--- src/rtl/shm_pkg.sv ---
package shm_pkg;

  localparam int SERVICES = 8;
  localparam int IDX_W    = (SERVICES > 1) ? $clog2(SERVICES) : 1;

  localparam logic [31:0] TIMEOUT_RESET = 32'd1000;

  localparam logic [1:0] CMD_INIT  = 2'd0;
  localparam logic [1:0] CMD_START = 2'd1;
  localparam logic [1:0] CMD_BEAT  = 2'd2;
  localparam logic [1:0] CMD_READ  = 2'd3;

  localparam logic [1:0] HS_NOT_STARTED = 2'd0;
  localparam logic [1:0] HS_STALE       = 2'd1;
  localparam logic [1:0] HS_HEALTHY     = 2'd2;

  typedef struct packed {
    logic [1:0]  command;
    logic [7:0]  service_index;
    logic [31:0] now_ms;
  } in_t;

  typedef struct packed {
    logic        accepted;
    logic [1:0]  health_state;
    logic [31:0] start_time_out;
    logic [31:0] last_beat_out;
    logic [31:0] beat_count_out;
  } out_t;

  typedef struct packed {
    logic load;
    logic exec;
  } dp_cmd_t;

endpackage

--- src/rtl/shm_ctrl.sv ---
module shm_ctrl
  import shm_pkg::*;
(
  input  logic    clk,
  input  logic    rst_n,
  input  logic    in_valid,
  output logic    in_ready,
  output logic    out_valid,
  input  logic    out_ready,
  output dp_cmd_t dp_cmd
);

  localparam logic [1:0] ST_IDLE = 2'd0;
  localparam logic [1:0] ST_EXEC = 2'd1;
  localparam logic [1:0] ST_RESP = 2'd2;

  logic [1:0] state_r;
  logic [1:0] state_nxt;

  assign in_ready    = (state_r == ST_IDLE);
  assign out_valid   = (state_r == ST_RESP);
  assign dp_cmd.load = in_valid && in_ready;
  assign dp_cmd.exec = (state_r == ST_EXEC);

  always_comb begin
    state_nxt = state_r;
    unique case (state_r)
      ST_IDLE: begin
        if (in_valid) state_nxt = ST_EXEC;
      end
      ST_EXEC: begin
        state_nxt = ST_RESP;
      end
      ST_RESP: begin
        if (out_ready) state_nxt = ST_IDLE;
      end
      default: begin
        state_nxt = ST_IDLE;
      end
    endcase
  end

  always_ff @(posedge clk) begin
    if (!rst_n) begin
      state_r <= ST_IDLE;
    end else begin
      state_r <= state_nxt;
    end
  end

endmodule

--- src/rtl/shm_dp.sv ---
module shm_dp
  import shm_pkg::*;
(
  input  logic        clk,
  input  logic        rst_n,
  input  dp_cmd_t     dp_cmd,
  input  in_t         in_data,
  input  logic        cfg_we,
  input  logic [31:0] cfg_data,
  output out_t        out_data
);

  in_t         req_r;
  out_t        res_r;
  out_t        res_nxt;
  logic [31:0] timeout_r;
  logic        armed_r;
  logic        armed_nxt;

  logic [SERVICES-1:0] started_r;
  logic [SERVICES-1:0] started_nxt;
  logic [31:0]         start_time_r [SERVICES];
  logic [31:0]         last_beat_r  [SERVICES];
  logic [31:0]         count_r      [SERVICES];

  logic [IDX_W-1:0] idx;
  logic             in_range;
  logic             hit_started;
  logic [31:0]      elapsed;
  logic             wr_start;
  logic             wr_beat;

  assign idx         = req_r.service_index[IDX_W-1:0];
  assign in_range    = (req_r.service_index < 8'(SERVICES));
  assign hit_started = started_r[idx];
  assign elapsed     = req_r.now_ms - last_beat_r[idx];

  always_comb begin
    res_nxt     = '0;
    armed_nxt   = armed_r;
    started_nxt = started_r;
    wr_start    = 1'b0;
    wr_beat     = 1'b0;
    if (req_r.command == CMD_INIT) begin
      armed_nxt        = 1'b1;
      started_nxt      = '0;
      res_nxt.accepted = 1'b1;
    end else if (armed_r && in_range) begin
      unique case (req_r.command)
        CMD_START: begin
          res_nxt.accepted = 1'b1;
          if (!hit_started) begin
            wr_start         = 1'b1;
            started_nxt[idx] = 1'b1;
          end
        end
        CMD_BEAT: begin
          if (hit_started) begin
            wr_beat          = 1'b1;
            res_nxt.accepted = 1'b1;
          end
        end
        default: begin
          res_nxt.accepted = 1'b1;
          if (!hit_started) begin
            res_nxt.health_state = HS_NOT_STARTED;
          end else if (elapsed >= timeout_r) begin
            res_nxt.health_state = HS_STALE;
          end else begin
            res_nxt.health_state = HS_HEALTHY;
          end
          // results for entries that are not started report zeros
          if (hit_started) begin
            res_nxt.start_time_out = start_time_r[idx];
            res_nxt.last_beat_out  = last_beat_r[idx];
            res_nxt.beat_count_out = count_r[idx];
          end
        end
      endcase
    end
  end

  always_ff @(posedge clk) begin
    if (!rst_n) begin
      timeout_r <= TIMEOUT_RESET;
      armed_r   <= 1'b0;
      started_r <= '0;
    end else begin
      if (cfg_we) timeout_r <= cfg_data;
      if (dp_cmd.exec) begin
        armed_r   <= armed_nxt;
        started_r <= started_nxt;
      end
    end
  end

  always_ff @(posedge clk) begin
    if (dp_cmd.load) req_r <= in_data;
    if (dp_cmd.exec) begin
      res_r <= res_nxt;
      if (wr_start) begin
        start_time_r[idx] <= req_r.now_ms;
        last_beat_r[idx]  <= req_r.now_ms;
        count_r[idx]      <= '0;
      end else if (wr_beat) begin
        last_beat_r[idx] <= req_r.now_ms;
        count_r[idx]     <= count_r[idx] + 32'd1;
      end
    end
  end

  assign out_data = res_r;

endmodule

--- src/rtl/service_heartbeat_monitor.sv ---
// Channel | Ports                          | Moves
// input   | in_valid, in_ready, in_data    | one command per transfer
// result  | out_valid, out_ready, out_data | one result per command
// config  | cfg_we, cfg_data               | timeout write, no wait
//
// Each command passes through capture, table update/lookup and result, in that order.
// One command in flight; in_ready stays low until its result is transferred.
// Result holds in its output register while out_ready is low.
// Reset (rst_n, sync) disarms the block, marks all entries not started, timeout = 1000.
module service_heartbeat_monitor
  import shm_pkg::*;
(
  input  logic        clk,
  input  logic        rst_n,
  input  logic        in_valid,
  output logic        in_ready,
  input  in_t         in_data,
  output logic        out_valid,
  input  logic        out_ready,
  output out_t        out_data,
  input  logic        cfg_we,
  input  logic [31:0] cfg_data
);

  dp_cmd_t dp_cmd;

  shm_ctrl u_ctrl (
    .clk       (clk),
    .rst_n     (rst_n),
    .in_valid  (in_valid),
    .in_ready  (in_ready),
    .out_valid (out_valid),
    .out_ready (out_ready),
    .dp_cmd    (dp_cmd)
  );

  shm_dp u_dp (
    .clk      (clk),
    .rst_n    (rst_n),
    .dp_cmd   (dp_cmd),
    .in_data  (in_data),
    .cfg_we   (cfg_we),
    .cfg_data (cfg_data),
    .out_data (out_data)
  );

endmodule
--- config.mk ---
export PLATFORM = sky130hd
export DESIGN_NAME = service_heartbeat_monitor
export DESIGN_NICKNAME = d
export VERILOG_FILES = /design/src/rtl/shm_pkg.sv /design/src/rtl/shm_ctrl.sv /design/src/rtl/shm_dp.sv /design/src/rtl/service_heartbeat_monitor.sv
export SDC_FILE = /design/constraint.sdc
export NUM_CORES = 1
export LEC_CHECK = 0
export BUFFER_PORTS_ARGS = -buffer_cell sky130_fd_sc_hd__buf_2
export CAP_MARGIN = 40
export CORE_UTILIZATION = 50
export DETAILED_ROUTE_END_ITERATION = 8
export GPL_TIMING_DRIVEN = 0
export PLACE_DENSITY_LB_ADDON = 0.05
export SYNTH_ARGS = -nofsm -noshare
export SYNTH_HDL_FRONTEND = slang
export SYNTH_SLANG_ARGS = --single-unit
--- constraint.sdc ---
create_clock -name clk -period 9.9 [get_ports clk]
set_input_delay 1.485 -clock clk [delete_from_list [all_inputs] [get_ports clk]]
set_output_delay 1.485 -clock clk [all_outputs]
set_load 0.1 [all_outputs]
==> parameters.txt <==
Parameter                              Value

Status
  Outcome ... complete, no violations

Setup path
  Critical register-to-register path endpoint ... u_dp.out_data[97]
  Largest fanout on the critical path ... 11
  Number of cells on the worst reg-to-reg path ... 26
  Worst EP required ... just over 10 ns
  CP startpoint kind ... register
  Register-to-register setup slack ... 1.69 ns
  Kind of end point of the critical path ... register
  Critical Path End ... u_dp.out_data[97]
  Critical path class ... reg -> reg
  Critical path arrival ... between 8 and 9 ns

STA
  Worst slew margin relative to its limit ... 0.3907
  Worst hold margin ... 0.4668 ns
  Crit path time final ... just over 8 ns
  Slew at the pin closest to its max-slew limit ... slightly above 0.9 ns
  RSZ-0062 raised after global routing ... no
  Peak Freq ... around 0.12 GHz
  Count of endpoints failing hold in the final timing report ... 0
  Final worst-path cycle share ... 0.8296
  Final setup fails ... 0
  Worst-case clock skew ... ~0.020 ns
  Max-slew violation count ... 0

Worst hold path
  Worst hold path stage count ... 1
  Path category of the worst min-delay check ... reg -> reg

GRT
  Met3 capacity usage during global routing ... 0.02752
  Number of antenna violations at the first check in global routing ... 3
  GR Util All Layers ... 0.2319
  Met2 usage in global routing ... 0.3618
  GR Overflow Total ... 0
  Routing layer with the top usage in global route ... met2
  Global-route wire length before repair ... about 130 mm
  Vias in the first global route ... just over 20000
  Met1 global-route usage ... 0.3501
  Maximum number of pins on one net before global-route repair ... a little under 60

Power
  IR Drop Worst-Case VDD ... 0.0001382 V
  Relative contribution of sequential cells to total power ... 0.488
  Part of the power in the clock network ... 0.406
  Static Leakage ... 14.98 nW
  Total power consumption of the routed design ... around 9 mW
  Portion of total power attributed to combinational logic ... 0.106
  Switching share of power ... 0.2380
  Int Power ... ~7.0 mW
  Reported net switching power ... between 2 and 2.5 mW
  Power density cells ... roughly 200 nW/µm²

Synth
  Netlist area before placement ... between 30000 and 40000 µm²
  Post-synthesis area per instance ... roughly 19 µm²
  Combinational family with the most area after synthesis ... multiplexers
  Count of flip-flops with a built-in enable after synthesis ... roughly 910
  Number of standard cells after synthesis ... 2018
  Share of the yosys chip area belonging to registers ... 0.7329
  Total of flip-flops plus latches after synthesis ... approximately 960
  Synth cell types ... 66
  Count of warnings emitted by yosys ... 0
  Share of cell area taken by muxes after synthesis ... 0.1474
  Total nets after synthesis ... around 2200
  Fraction of the mapped netlist area in compound gates ... 0.02522
  Adder-cell share of the synthesized area ... 0.02262
  Primary FF master, synth ... sky130_fd_sc_hd__edfxtp_1
  Simple-gate portion of the synthesized area ... 0.04403
  Xor and xnor area share after synthesis ... 0.01228
  Fraction of registers with async set/reset ... 0

Clocking
  Post-cts hold buffer count ... 0
  Postcts setup bufs ... 0
  CTS resizes ... 0
  # clock sinks ... roughly 960
  CTS root buf ... sky130_fd_sc_hd__clkbuf_16
  Cts bufs inserted ... 98
  CTS H-tree depth ... 3
  Clock latency at the later pin of the worst-skew pair ... about 0.66 ns
  Register clock-pin slew on the reported worst setup and hold paths ... 0.06 ns
  Number of buffers on the longest clock path ... 3
  Clock tree from TritonCTS ... yes

Routing
  DRC Markers ... 0
  Average detailed-routed wire length per instance ... roughly 26 µm
  Mean number of vias per cell ... between 5 and 6
  Vias after detailed routing ... 19750
  Overall routed net length ... between 80 and 90 mm
  Number of routed nets with antenna violations ... 0
  Drt first pass iters ... 5
  Initial drt markers ... 1673

Die
  Num rows ... 101
  Full die area ... 78120 µm²
  Count of boundary I/O pins ... 180
  Die W ... 279.5 µm
  Initial Util ... 0.5061
  Height of the chip ... approximately 280 µm
  Area inside the core boundary ... between 70000 and 80000 µm²

Place
  DPL Wire Length ... roughly 60 mm
  Post-Place Cell Area ... between 40000 and 50000 µm²
  Placer Congestion ... about 0.85
  Buffers on Ports ... around 180

Finish
  Ratio of cells with drive above 1 in the final layout ... 0.2634
  Count of filler cells inserted in the layout ... roughly 5700
  # nets final ... 2497
  Multi-input combinational cell area ... ~9800 µm²
  Total non-filler cell area in the finished layout ... around 45000 µm²
  Relative area change from synthesis to final layout ... 17.12%
  Sequential Area ... between 20000 and 30000 µm²

Job
  Max-cap viol count ... 0
==> placed cells by master, fill, tap and decap left out, types with 9 or more instances in the layout <==
master,count
sky130_fd_sc_hd__edfxtp_1,909
sky130_fd_sc_hd__buf_2,199
sky130_fd_sc_hd__mux4_2,183
sky130_fd_sc_hd__nor2_1,158
sky130_fd_sc_hd__mux2i_1,117
sky130_fd_sc_hd__clkbuf_16,99
sky130_fd_sc_hd__ha_1,68
sky130_fd_sc_hd__clkbuf_1,63
sky130_fd_sc_hd__dfxtp_1,46
sky130_fd_sc_hd__inv_1,40
sky130_fd_sc_hd__nor2b_1,37
sky130_fd_sc_hd__a21oi_1,37
sky130_fd_sc_hd__nand2_1,34
sky130_fd_sc_hd__a21o_1,30
sky130_fd_sc_hd__buf_12,29
sky130_fd_sc_hd__xnor2_1,28
sky130_fd_sc_hd__clkinv_2,28
sky130_fd_sc_hd__xor2_1,26
sky130_fd_sc_hd__nand3_1,19
sky130_fd_sc_hd__o21ai_0,17
sky130_fd_sc_hd__nor2_4,16
sky130_fd_sc_hd__buf_6,15
sky130_fd_sc_hd__clkinv_1,15
sky130_fd_sc_hd__o21a_1,13
sky130_fd_sc_hd__bufinv_16,13
sky130_fd_sc_hd__nand2b_1,11
sky130_fd_sc_hd__mux4_1,11
sky130_fd_sc_hd__nand4_1,11
sky130_fd_sc_hd__nor3_1,11
sky130_fd_sc_hd__o211ai_1,9
sky130_fd_sc_hd__buf_16,9
==> power groups by stage <==
| stage | Combinational, mW | Sequential [mW] | Clock (mW) |
|---|---|---|---|
| 2_1_floorplan | 0.627 | 4.65 | 0 |
| 3_3_place_gp | 0.946 | 4.59 | 0 |
| 3_5_place_dp | 0.974 | 4.58 | 0 |
| 4_1_cts | 0.978 | 4.50 | 3.81 |
| 5_1_grt | 1.05 | 4.50 | 3.95 |
| 6_report | 0.974 | 4.50 | 3.74 |
==> critical path, cell delays in order, from the launching register on <==
cell	delay, ns
sky130_fd_sc_hd__dfxtp_1	0.37
sky130_fd_sc_hd__buf_4	0.27
sky130_fd_sc_hd__buf_2	0.32
sky130_fd_sc_hd__buf_2	0.34
sky130_fd_sc_hd__buf_2	0.34
sky130_fd_sc_hd__clkbuf_1	0.55
sky130_fd_sc_hd__clkbuf_1	0.70
sky130_fd_sc_hd__mux4_2	0.42
sky130_fd_sc_hd__mux2i_1	0.30
sky130_fd_sc_hd__ha_1	0.36
sky130_fd_sc_hd__a21o_1	0.19
sky130_fd_sc_hd__a21oi_1	0.20
sky130_fd_sc_hd__o21ai_0	0.24
sky130_fd_sc_hd__a2111oi_0	0.42
sky130_fd_sc_hd__a21bo_2	0.33
sky130_fd_sc_hd__nor4_1	0.30
sky130_fd_sc_hd__nor2_1	0.11
sky130_fd_sc_hd__xor2_1	0.17
sky130_fd_sc_hd__ha_1	0.31
sky130_fd_sc_hd__nand3_1	0.13
sky130_fd_sc_hd__or3_1	0.41
sky130_fd_sc_hd__or2_2	0.31
sky130_fd_sc_hd__nor2_1	0.16
sky130_fd_sc_hd__a211oi_1	0.09
sky130_fd_sc_hd__o221ai_1	0.08
sky130_fd_sc_hd__a21oi_1	0.13
sky130_fd_sc_hd__o31a_1	0.35
==> registers in the layout, indices dropped and copies added (netlist names), named ones only <==
signal             cells
u_ctrl.state_r         2
u_dp.armed_r           1
u_dp.last_beat_r     256
u_dp.timeout_r        32
u_dp.count_r         256
u_dp.req_r            39
u_dp.start_time_r    256
u_dp.out_data         99
u_dp.started_r         8
u_dp.idx               3
==> how the worst min path moves through the flow <==
stage                 startpoint                 to  slack, ns
2_1_floorplan  u_dp.started_r[4]  u_dp.started_r[4]       0.44
3_3_place_gp   u_dp.started_r[4]  u_dp.started_r[4]       0.44
3_5_place_dp   u_dp.started_r[6]  u_dp.started_r[6]       0.46
4_1_cts        u_dp.started_r[6]  u_dp.started_r[6]       0.47
5_1_grt        u_dp.started_r[6]  u_dp.started_r[6]       0.49
6_report       u_dp.started_r[6]  u_dp.started_r[6]       0.47
==> synth_stat cells, drive strengths merged, types with 11 or more instances <==
cell	count	area, µm²
edfxtp	909	27300
mux4	194	4410
nor2	174	653.1
mux2i	118	1185
ha	68	850.8
clkbuf	49	183.9
dfxtp	46	920.9
buf	41	266.5
inv	40	150.1
a21oi	37	185.2
nor2b	37	231.5
nand2	34	127.6
a21o	30	225.2
xnor2	28	245.2
xor2	26	227.7
nand3	19	95.09
o21ai	18	90.08
o21a	13	97.59
nand2b	12	77.58
nor3	12	65.06
nand4	11	68.82
==> per-layer routing <==
| layer | vias to the layer above | routed length [µm] |
|---|---|---|
| met5 | - | 0 |
| met4 | 0 | 1722 |
| met3 | 110 | 4944 |
| met2 | 591 | 42040 |
| met1 | 10310 | 40710 |
| li1 | 8735 | - |
==> stage by stage <==
stage,setup WS (ns),std cells,util,TNS [ns]
after floorplan,2.116,2018,-,0
after global placement,-4.166,3225,0.5347,-2118.93
after detailed placement,1.734,3279,0.5497,0
after CTS,1.707,3460,0.5927,0
after global routing,1.081,3460,0.5927,0
final,1.687,3461,0.5927,0
==> final cells by class <==
| class | count | area share |
|---|---|---|
| inverter | 40 | 0.003330 |
| tap | 1030 | 0.02858 |
| buffer | 90 | 0.01016 |
| timing repair buffer | 231 | 0.04212 |
| antenna | 1 | 0.00005549 |
| clock inverter | 66 | 0.01632 |
| sequential | 955 | 0.6258 |
| multi-input combinational | 933 | 0.2174 |
| clock buffer | 115 | 0.05627 |
==> cell families (layout without fill, tap and decap cells) <==
| family | after synthesis | after routing |
|---|---|---|
| xor+xnor | 54 | 54 |
| buf+inv | 130 | 542 |
| simple gates | 347 | 347 |
| other cells | 0 | 1 |
| fa+ha+maj | 69 | 69 |
| flops | 955 | 955 |
| mux | 319 | 319 |
| compound gates | 144 | 144 |
(Power assumes the default switching activity.)
